==> src/design/bdq_pkg.sv <==
`default_nettype none
package bdq_pkg;

    localparam int FUNC_W  = 3;
    localparam int VALUE_W = 32;
    localparam int STAT_W  = 2;
    localparam int OCC_W   = 5;

    localparam logic [FUNC_W-1:0] FUNC_PUSH_FRONT = 3'd0;
    localparam logic [FUNC_W-1:0] FUNC_PUSH_BACK  = 3'd1;
    localparam logic [FUNC_W-1:0] FUNC_POP_FRONT  = 3'd2;
    localparam logic [FUNC_W-1:0] FUNC_POP_BACK   = 3'd3;
    localparam logic [FUNC_W-1:0] FUNC_SEARCH     = 3'd4;

    localparam logic [STAT_W-1:0] STAT_DONE  = 2'd0;
    localparam logic [STAT_W-1:0] STAT_FULL  = 2'd1;
    localparam logic [STAT_W-1:0] STAT_EMPTY = 2'd2;

    typedef logic        [FUNC_W-1:0]  t_func;
    typedef logic signed [VALUE_W-1:0] t_value;
    typedef logic        [STAT_W-1:0]  t_status;
    typedef logic        [OCC_W-1:0]   t_occ;

    // datapath -> controller
    typedef struct packed {
        logic in_valid;
        logic is_search;
        logic empty;
        logic out_free;
        logic last;
    } t_dp_status;

    // controller -> datapath
    typedef struct packed {
        logic in_ready;
        logic op_load;
        logic srch_start;
        logic srch_issue;
        logic srch_load;
    } t_dp_cmd;

endpackage
`default_nettype wire

==> src/design/bdq_if.sv <==
`default_nettype none
interface bdq_in_if import bdq_pkg::*; ();
    logic   valid;
    logic   ready;
    t_func  func;
    t_value value;

    modport source (output valid, output func, output value, input ready);
    modport sink   (input valid, input func, input value, output ready);
endinterface

interface bdq_out_if import bdq_pkg::*; ();
    logic    valid;
    logic    ready;
    t_status status;
    logic    found;
    t_value  found_value;
    t_occ    occupancy;

    modport source (output valid, output status, output found, output found_value,
                    output occupancy, input ready);
    modport sink   (input valid, input status, input found, input found_value,
                    input occupancy, output ready);
endinterface
`default_nettype wire

==> src/design/bdq_ctrl.sv <==
`default_nettype none
module bdq_ctrl import bdq_pkg::*; (
    input  wire        i_clk,
    input  wire        i_rst_n,
    input  t_dp_status i_status,
    output t_dp_cmd    o_cmd
);

    localparam logic [1:0] S_IDLE = 2'd0;
    localparam logic [1:0] S_SRCH = 2'd1;
    localparam logic [1:0] S_LAST = 2'd2;
    localparam logic [1:0] S_FIN  = 2'd3;

    logic [1:0] r_state;
    logic [1:0] n_state;
    logic       w_take;

    assign w_take = (r_state == S_IDLE) && i_status.out_free && i_status.in_valid;

    always_comb begin
        o_cmd.in_ready   = (r_state == S_IDLE) && i_status.out_free;
        o_cmd.op_load    = w_take && !(i_status.is_search && !i_status.empty);
        o_cmd.srch_start = w_take && i_status.is_search && !i_status.empty;
        o_cmd.srch_issue = (r_state == S_SRCH);
        o_cmd.srch_load  = (r_state == S_FIN) && i_status.out_free;
    end

    always_comb begin
        n_state = r_state;
        case (r_state)
            S_IDLE: begin
                if (o_cmd.srch_start) n_state = S_SRCH;
            end
            S_SRCH: begin
                if (i_status.last) n_state = S_LAST;
            end
            S_LAST: begin
                n_state = S_FIN;
            end
            S_FIN: begin
                if (i_status.out_free) n_state = S_IDLE;
            end
            default: begin
                n_state = S_IDLE;
            end
        endcase
    end

    always_ff @(posedge i_clk) begin
        if (!i_rst_n) begin
            r_state <= S_IDLE;
        end else begin
            r_state <= n_state;
        end
    end

endmodule
`default_nettype wire

==> src/design/bdq_dp.sv <==
`default_nettype none
module bdq_dp import bdq_pkg::*; #(
    parameter int DEPTH = 16
) (
    input  wire          i_clk,
    input  wire          i_rst_n,
    bdq_in_if.sink       i_in,
    bdq_out_if.source    o_out,
    input  t_dp_cmd      i_cmd,
    output t_dp_status   o_status
);

    localparam int AW = $clog2(DEPTH);
    localparam int CW = $clog2(DEPTH + 1);

    logic [VALUE_W-1:0] r_mem [DEPTH];

    logic [AW-1:0]      r_head;
    logic [AW-1:0]      n_head;
    logic [CW-1:0]      r_count;
    logic [CW-1:0]      n_count;
    logic [AW-1:0]      r_ptr;
    logic [CW-1:0]      r_left;
    t_value             r_key;
    logic [VALUE_W-1:0] r_rdata;
    logic               r_cmp_vld;
    logic               r_found;

    logic               r_out_valid;
    t_status            r_out_status;
    logic               r_out_found;
    t_value             r_out_fval;
    t_occ               r_out_occ;

    logic               w_full;
    logic               w_empty;
    logic [AW-1:0]      w_head_dec;
    logic [AW-1:0]      w_head_inc;
    logic [AW-1:0]      w_ptr_inc;
    logic [CW:0]        w_back_sum;
    logic [AW-1:0]      w_back_addr;
    logic               w_wr_en;
    logic [AW-1:0]      w_wr_addr;
    t_status            w_op_status;
    logic [31:0]        w_occ_new;
    logic [31:0]        w_occ_cur;

    assign w_full  = (r_count == CW'(DEPTH));
    assign w_empty = (r_count == '0);

    assign w_head_dec = (r_head == '0) ? AW'(DEPTH - 1) : r_head - 1'b1;
    assign w_head_inc = (r_head == AW'(DEPTH - 1)) ? '0 : r_head + 1'b1;
    assign w_ptr_inc  = (r_ptr == AW'(DEPTH - 1)) ? '0 : r_ptr + 1'b1;

    // back slot = head + count, wrapped once
    assign w_back_sum  = (CW+1)'(r_head) + (CW+1)'(r_count);
    assign w_back_addr = (w_back_sum >= (CW+1)'(DEPTH)) ?
                         AW'(w_back_sum - (CW+1)'(DEPTH)) : AW'(w_back_sum);

    always_comb begin
        n_head      = r_head;
        n_count     = r_count;
        w_wr_en     = 1'b0;
        w_wr_addr   = w_back_addr;
        w_op_status = STAT_DONE;
        case (i_in.func)
            FUNC_PUSH_FRONT: begin
                if (w_full) begin
                    w_op_status = STAT_FULL;
                end else begin
                    n_head    = w_head_dec;
                    n_count   = r_count + 1'b1;
                    w_wr_en   = 1'b1;
                    w_wr_addr = w_head_dec;
                end
            end
            FUNC_PUSH_BACK: begin
                if (w_full) begin
                    w_op_status = STAT_FULL;
                end else begin
                    n_count = r_count + 1'b1;
                    w_wr_en = 1'b1;
                end
            end
            FUNC_POP_FRONT: begin
                if (w_empty) begin
                    w_op_status = STAT_EMPTY;
                end else begin
                    n_head  = w_head_inc;
                    n_count = r_count - 1'b1;
                end
            end
            FUNC_POP_BACK: begin
                if (w_empty) begin
                    w_op_status = STAT_EMPTY;
                end else begin
                    n_count = r_count - 1'b1;
                end
            end
            FUNC_SEARCH: begin
                // only the empty case is resolved here
                w_op_status = STAT_EMPTY;
            end
            default: begin
                w_op_status = STAT_DONE;
            end
        endcase
    end

    assign w_occ_new = 32'(n_count);
    assign w_occ_cur = 32'(r_count);

    always_ff @(posedge i_clk) begin
        if (i_cmd.op_load && w_wr_en) r_mem[w_wr_addr] <= i_in.value;
        if (i_cmd.srch_issue)         r_rdata <= r_mem[r_ptr];
    end

    always_ff @(posedge i_clk) begin
        if (!i_rst_n) begin
            r_head      <= '0;
            r_count     <= '0;
            r_cmp_vld   <= 1'b0;
            r_out_valid <= 1'b0;
        end else begin
            r_cmp_vld <= i_cmd.srch_issue;
            if (i_cmd.op_load) begin
                r_head  <= n_head;
                r_count <= n_count;
            end
            if (i_cmd.op_load || i_cmd.srch_load) begin
                r_out_valid <= 1'b1;
            end else if (o_out.ready) begin
                r_out_valid <= 1'b0;
            end
        end
    end

    always_ff @(posedge i_clk) begin
        if (i_cmd.srch_start) begin
            r_key   <= i_in.value;
            r_ptr   <= r_head;
            r_left  <= r_count;
            r_found <= 1'b0;
        end else begin
            if (i_cmd.srch_issue) begin
                r_ptr  <= w_ptr_inc;
                r_left <= r_left - 1'b1;
            end
            if (r_cmp_vld && (r_rdata == r_key)) r_found <= 1'b1;
        end
        if (i_cmd.op_load) begin
            r_out_status <= w_op_status;
            r_out_found  <= 1'b0;
            r_out_fval   <= '0;
            r_out_occ    <= w_occ_new[OCC_W-1:0];
        end else if (i_cmd.srch_load) begin
            r_out_status <= STAT_DONE;
            r_out_found  <= r_found;
            r_out_fval   <= r_found ? r_key : '0;
            r_out_occ    <= w_occ_cur[OCC_W-1:0];
        end
    end

    always_comb begin
        o_status.in_valid  = i_in.valid;
        o_status.is_search = (i_in.func == FUNC_SEARCH);
        o_status.empty     = w_empty;
        o_status.out_free  = !r_out_valid || o_out.ready;
        o_status.last      = (r_left == CW'(1));
    end

    assign i_in.ready        = i_cmd.in_ready;
    assign o_out.valid       = r_out_valid;
    assign o_out.status      = r_out_status;
    assign o_out.found       = r_out_found;
    assign o_out.found_value = r_out_fval;
    assign o_out.occupancy   = r_out_occ;

endmodule
`default_nettype wire

==> src/design/bounded_deque_with_search_unit.sv <==
// Insert and remove words land in the output register in the cycle after acceptance;
//   a search word reads the stored entries one per cycle, then a final compare, then the load.
// Inserts and removals are taken one word per cycle while the output register is free; a
//   search holds off the next word until its result is loaded, set by the single read port.
// Reset (synchronous, active low) clears head, count, sequencer and output valid;
//   entry memory is not cleared and only written slots are ever read.
`default_nettype none
module bounded_deque_with_search_unit import bdq_pkg::*; #(
    parameter int DEPTH = 16
) (
    input  wire       i_clk,
    input  wire       i_rst_n,
    bdq_in_if.sink    i_in,
    bdq_out_if.source o_out
);

    // Command and status between the sequencer and the list datapath.
    t_dp_cmd    w_cmd;
    t_dp_status w_status;

    // Sequencer: accepts a word when the output register is free, sends
    // non-search ops straight through, and steps a search over the stored entries.
    bdq_ctrl u_ctrl (
        .i_clk    (i_clk),
        .i_rst_n  (i_rst_n),
        .i_status (w_status),
        .o_cmd    (w_cmd)
    );

    // Datapath: ring memory, head/count, search walk pointer, output register.
    bdq_dp #(
        .DEPTH (DEPTH)
    ) u_dp (
        .i_clk    (i_clk),
        .i_rst_n  (i_rst_n),
        .i_in     (i_in),
        .o_out    (o_out),
        .i_cmd    (w_cmd),
        .o_status (w_status)
    );

endmodule
`default_nettype wire

==> src/flat_wrapper.sv <==
// flat-port wrapper written by rule: the top's interface ports become plain ports
module bounded_deque_with_search_unit_flat import bdq_pkg::*;
#(
    parameter int DEPTH = 16
)
  (i_clk, i_rst_n, i_in_valid, i_in_func, i_in_value, i_in_ready, o_out_valid, o_out_status, o_out_found, o_out_found_value, o_out_occupancy, o_out_ready);
  bdq_in_if i_in_i ();
  bdq_out_if o_out_i ();
  input  wire i_clk;
  input  wire i_rst_n;
  input wire logic [$bits(i_in_i.valid)-1:0] i_in_valid;
  input wire logic [$bits(i_in_i.func)-1:0] i_in_func;
  input wire logic [$bits(i_in_i.value)-1:0] i_in_value;
  output wire logic [$bits(i_in_i.ready)-1:0] i_in_ready;
  output wire logic [$bits(o_out_i.valid)-1:0] o_out_valid;
  output wire logic [$bits(o_out_i.status)-1:0] o_out_status;
  output wire logic [$bits(o_out_i.found)-1:0] o_out_found;
  output wire logic [$bits(o_out_i.found_value)-1:0] o_out_found_value;
  output wire logic [$bits(o_out_i.occupancy)-1:0] o_out_occupancy;
  input wire logic [$bits(o_out_i.ready)-1:0] o_out_ready;
  assign i_in_i.valid = i_in_valid;
  assign i_in_i.func = i_in_func;
  assign i_in_i.value = i_in_value;
  assign i_in_ready = i_in_i.ready;
  assign o_out_valid = o_out_i.valid;
  assign o_out_status = o_out_i.status;
  assign o_out_found = o_out_i.found;
  assign o_out_found_value = o_out_i.found_value;
  assign o_out_occupancy = o_out_i.occupancy;
  assign o_out_i.ready = o_out_ready;
  bounded_deque_with_search_unit #(.DEPTH(DEPTH)) u_core (.i_clk(i_clk), .i_rst_n(i_rst_n), .i_in(i_in_i), .o_out(o_out_i));
endmodule
==> config.mk <==
export PLATFORM = sky130hd
export DESIGN_NAME = bounded_deque_with_search_unit_flat
export DESIGN_NICKNAME = d
export VERILOG_FILES = /design/src/design/bdq_pkg.sv /design/src/design/bdq_if.sv /design/src/design/bdq_ctrl.sv /design/src/design/bdq_dp.sv /design/src/design/bounded_deque_with_search_unit.sv /design/src/flat_wrapper.sv
export SDC_FILE = /design/constraint.sdc
export NUM_CORES = 1
export LEC_CHECK = 0
export ABC_AREA = 1
export BUFFER_PORTS_ARGS = -buffer_cell sky130_fd_sc_hd__buf_4
export CAP_MARGIN = 0
export CORE_UTILIZATION = 49
export DETAILED_ROUTE_END_ITERATION = 12
export HOLD_SLACK_MARGIN = 0.03
export PLACE_DENSITY = 0.65
export RECOVER_POWER = 50
export SLEW_MARGIN = 15
export SYNTH_ARGS = -nofsm -noshare
export SYNTH_HDL_FRONTEND = slang
export SYNTH_HIERARCHICAL = 1
export SYNTH_SLANG_ARGS = --single-unit
==> constraint.sdc <==
create_clock -name i_clk -period 5.5 [get_ports i_clk]
set_input_delay 0.55 -clock i_clk [delete_from_list [all_inputs] [get_ports i_clk]]
set_output_delay 0.55 -clock i_clk [all_outputs]
set_load 0.005 [all_outputs]
==> results.py <==
metrics = {
    "floorplan": {
        "die_area_um2": 53300,
        "die_h_um": 231,
        "die-width_um": 231,
        "ioPinCount": 81,
        "rows": 83,
        "initial_core_util_pct": 49.9,
        "core_area_um2": 51500,
    },
    "sta": {
        "fin_crit_ns": 3.71,
        "relSlewSlack_pct": -49.5,
        "finalSetupViolCount": 0,
        "tns_ns": 0,
        "hold_viol": 0,
        "timing.final.max_slew_violations": 36,
        "hold_ws_ns": 0.260,
        "rsz0062_at_grt": "false",
        "min_period_over_period_pct": 67.4,
        "tightestPinTransition_ns": 2.24,
        "fmax_ghz": 0.270,
        "fin_ws_ns": 1.79,
        "finClkSkew_ns": 0.0259,
    },
    "place": {
        "placed_cells_incl_taps": 2778,
        "place_congestion": 0.835,
        "dp_hpwl_um": 34900,
        "port_buffers": 80,
        "place_area_um2": 26900,
        "dp_worst_setup_slack_ns": 1.82,
    },
    "hold_path": {
        "hp-class": "in -> reg",
    },
    "worst_setup_path": {
        "path_buf_inv": 3,
        "crit_required_ns": 5.70,
        "cp.arrival_ns": 3.90,
        "timing.rr.end": "u_core/u_dp/r_mem[12][21]$_DFFE_PP_",
        "timing.reg2reg.setup_slack_ns": 1.79,
        "worstSetupStartpointType": "register",
        "path_delay_family": "simple AND/OR/NAND/NOR gates",
        "reg2reg_from": "u_core/u_dp/r_count[1]$_SDFFE_PN0P_",
        "critPathMaxStageDelay_ns": 1.03,
        "critPathCaptureType": "register",
        "crit_fanout": 32,
        "worstSetupEndpoint": "u_core/u_dp/r_mem[12][21]$_DFFE_PP_",
        "path_cells": "inv_1 -> ha_1 -> nand3_1 -> nor2_1 -> inv_1 -> a21oi_1 -> inv_1 -> nor2_2 -> nand3_1 -> nor2_4",
        "slowest_stage": "nor2_4",
        "crit_start": "u_core/u_dp/r_count[1]$_SDFFE_PN0P_",
        "crit_type": "reg -> reg",
        "rr_worst_depth": 10,
        "cp_num_cells": 10,
        "crit_top_cell": "inv_1",
    },
    "pwr": {
        "peakVddDrop_mv": 0.349,
        "pwr_density_cell_nw_per_um2": 447,
        "leakagePower_nw": 10.1,
        "totalPowerFinal_mw": 13.1,
    },
    "global_routing": {
        "grt_util_all_layers_pct": 23.1,
        "grt_max_degree": 218,
        "grt-ovfl-total": 0,
        "grt_pass1_wl_um": 93100,
        "antenna_found_initial": 3,
        "first_global_vias": 15791,
    },
    "cts": {
        "cts_tree": "done",
        "cts_made_buffers": 69,
        "postCtsHoldBufs": 0,
        "h-tree-depth": 3,
        "clk_pin_slew_ns": 0.05,
        "clk_latency_ns": 0.61,
        "clock_sinks": 639,
        "post_cts_buffers": 0,
        "cts_root_buffer": "clkbuf_16",
        "cts.repair.resized": 0,
        "cts_buffer_depth": 3,
    },
    "layout": {
        "stdcell_area_um2": 29200,
        "fillCellCount": 4219,
        "fin_cells": 2910,
        "fin_util_pct": 56.6,
        "drive_gt1_share_pct": 9.96,
        "fin_nets": 2230,
        "syn_to_final_growth_pct": 13.6,
    },
    "route": {
        "wl_per_cell_um": 20.9,
        "vias": 16223,
        "vias_per_cell": 5.57,
        "ant_nets": 0,
        "drt_wl_total_um": 60800,
        "drc": 0,
        "drtPass1Iterations": 5,
        "first_iter_violations": 1490,
    },
    "status": {
        "violations": "max-capacitance violations, max-slew violations",
        "status": "finished, violations left",
    },
    "synth": {
        "ys_async_sr_fraction_pct": 0,
        "synth_edf_count": 592,
        "synth_cells": 2108,
        "synth-seq-cells": 639,
        "synth_flop_cell": "edfxtp_1",
        "synth-seq-area-share_pct": 72.9,
        "synth_cell_types": 40,
        "ys_warn_count": 6,
        "syn_area_per_cell_um2": 12.2,
        "syn-num-nets": 2163,
        "netlist_area_um2": 25700,
    },
    "run": {
        "maxCapViolCount": 1,
    },
}
==> worst min path at each step <==
stage	cells after the start	slack, ns	from	to
after floorplan	2	0.43	u_core/u_dp/r_found$_SDFFE_PP0P_	u_core/u_dp/r_found$_SDFFE_PP0P_
after global placement	2	0.43	u_core/u_dp/o_out.found$_SDFFE_PP0P_	u_core/u_dp/o_out.found$_SDFFE_PP0P_
after detailed placement	2	0.44	u_core/u_dp/o_out.found$_SDFFE_PP0P_	u_core/u_dp/o_out.found$_SDFFE_PP0P_
after CTS	3	0.24	i_rst_n	u_core/u_ctrl/r_state[1]$_SDFFE_PN0P_
after global routing	3	0.25	i_rst_n	u_core/u_ctrl/r_state[1]$_SDFFE_PN0P_
final	3	0.26	i_rst_n	u_core/u_dp/r_cmp_vld$_SDFF_PN0_
==> synth_stat cells, drive strengths merged (15+ instances only) <==
library cell  instances  area share, %
dfxtp                47            3.7
o22ai                54            1.3
buf                  64            1.6
o21ai               268            5.3
inv                 118            1.7
edfxtp              592             69
o2111ai              15           0.51
nand2               335            5.0
nand3                70            1.5
nor2                343            5.0
clkbuf               48           0.70
ha                   15           0.73
a21oi                51           0.99
o211ai               15           0.44
o31ai                31           0.91
==> layer usage <==
metal  wire, um  track usage, %  vias to the layer above  share of wire, %
met1      26300            31.7                     8030                43
li1           -               -                     7594                 -
met4       1600            7.37                        4               2.6
met3       3340            3.84                       99               5.5
met2      29500            37.8                      496                49
met5         27               0                        -             0.044
==> state kept, by name (all words and copies together), names as in the netlist <==
signal                         flops
u_core/u_dp/r_found                1
u_core/u_dp/o_out.found_value     32
u_core/u_dp/r_mem                512
u_core/u_dp/r_ptr                  4
u_core/u_dp/o_out.status           2
u_core/u_dp/o_out.found            1
u_core/u_dp/r_head                 4
u_core/u_dp/o_out.occupancy        5
u_core/u_dp/r_key                 32
u_core/u_dp/r_rdata               32
u_core/u_dp/r_cmp_vld              1
u_core/u_dp/r_count                5
u_core/u_dp/o_out.valid            1
u_core/u_ctrl/r_state              2
u_core/u_dp/r_left                 5
==> logic make-up after synthesis <==
| logic type | count (synthesis) | share of synthesized area [%] |
|---|---|---|
| AO/OA/AOI/OAI | 438 | 9.59 |
| XOR/XNOR | 25 | 0.852 |
| adder cells (fa/ha/maj) | 16 | 0.808 |
| buffers and inverters | 230 | 4.07 |
| flip-flops | 639 | 72.9 |
| AND/OR/NAND/NOR | 760 | 11.8 |
==> layout make-up <==
| cell class | instances | area (um^2) | area share [%] |
|---|---|---|---|
| Clock inverter | 37 | 349 | 1.20 |
| Tap cell | 680 | 851 | 2.92 |
| Antenna cell | 1 | 2.50 | 0.00858 |
| Timing Repair Buffer | 108 | 838 | 2.87 |
| Sequential cell | 639 | 18700 | 64.2 |
| Multi-Input combinational cell | 1239 | 6050 | 20.7 |
| Clock buffer | 88 | 1910 | 6.56 |
| Inverter | 118 | 450 | 1.54 |
==> placed cells by master, fill, tap and decap left out, drive strengths merged <==
| cell type | netlist | routed |
|---|---|---|
| o21ai | 268 | 268 |
| nand2 | 335 | 335 |
| ha | 15 | 15 |
| dfxtp | 47 | 47 |
| nand3 | 70 | 70 |
| edfxtp | 592 | 592 |
| fa | 1 | 1 |
| clkinv | 0 | 24 |
| bufinv | 0 | 6 |
| nor2 | 343 | 343 |
| o31ai | 31 | 31 |
| buf | 64 | 34 |
| o311ai | 1 | 1 |
| clkbuf | 48 | 162 |
| a31oi | 1 | 1 |
| nand4 | 6 | 6 |
| or2 | 2 | 2 |
| o211ai | 15 | 15 |
| o21bai | 1 | 1 |
| xnor2 | 13 | 13 |
| diode | 0 | 1 |
| a21boi | 1 | 1 |
| o22ai | 54 | 54 |
| clkinvlp | 0 | 2 |
| and2 | 1 | 1 |
| xor2 | 12 | 12 |
| o2111ai | 15 | 15 |
| inv | 118 | 123 |
| a21oi | 51 | 51 |
| nor3 | 3 | 3 |
==> report_power, final <==
part           total [mW]  switching [mW]  internal [mW]
logic                2.72            1.92          0.794
clock network        4.59            1.84           2.75
registers            5.75           0.112           5.64
total                13.1            3.88           9.18
==> worst min-delay path, delay by kind of cell <==
| kind | cells | cell delay (ns) |
|---|---|---|
| buffers and inverters | 2 | 0.20 |
| AND/OR/NAND/NOR | 1 | 0.07 |
Power figures use the tool's default switching activity.
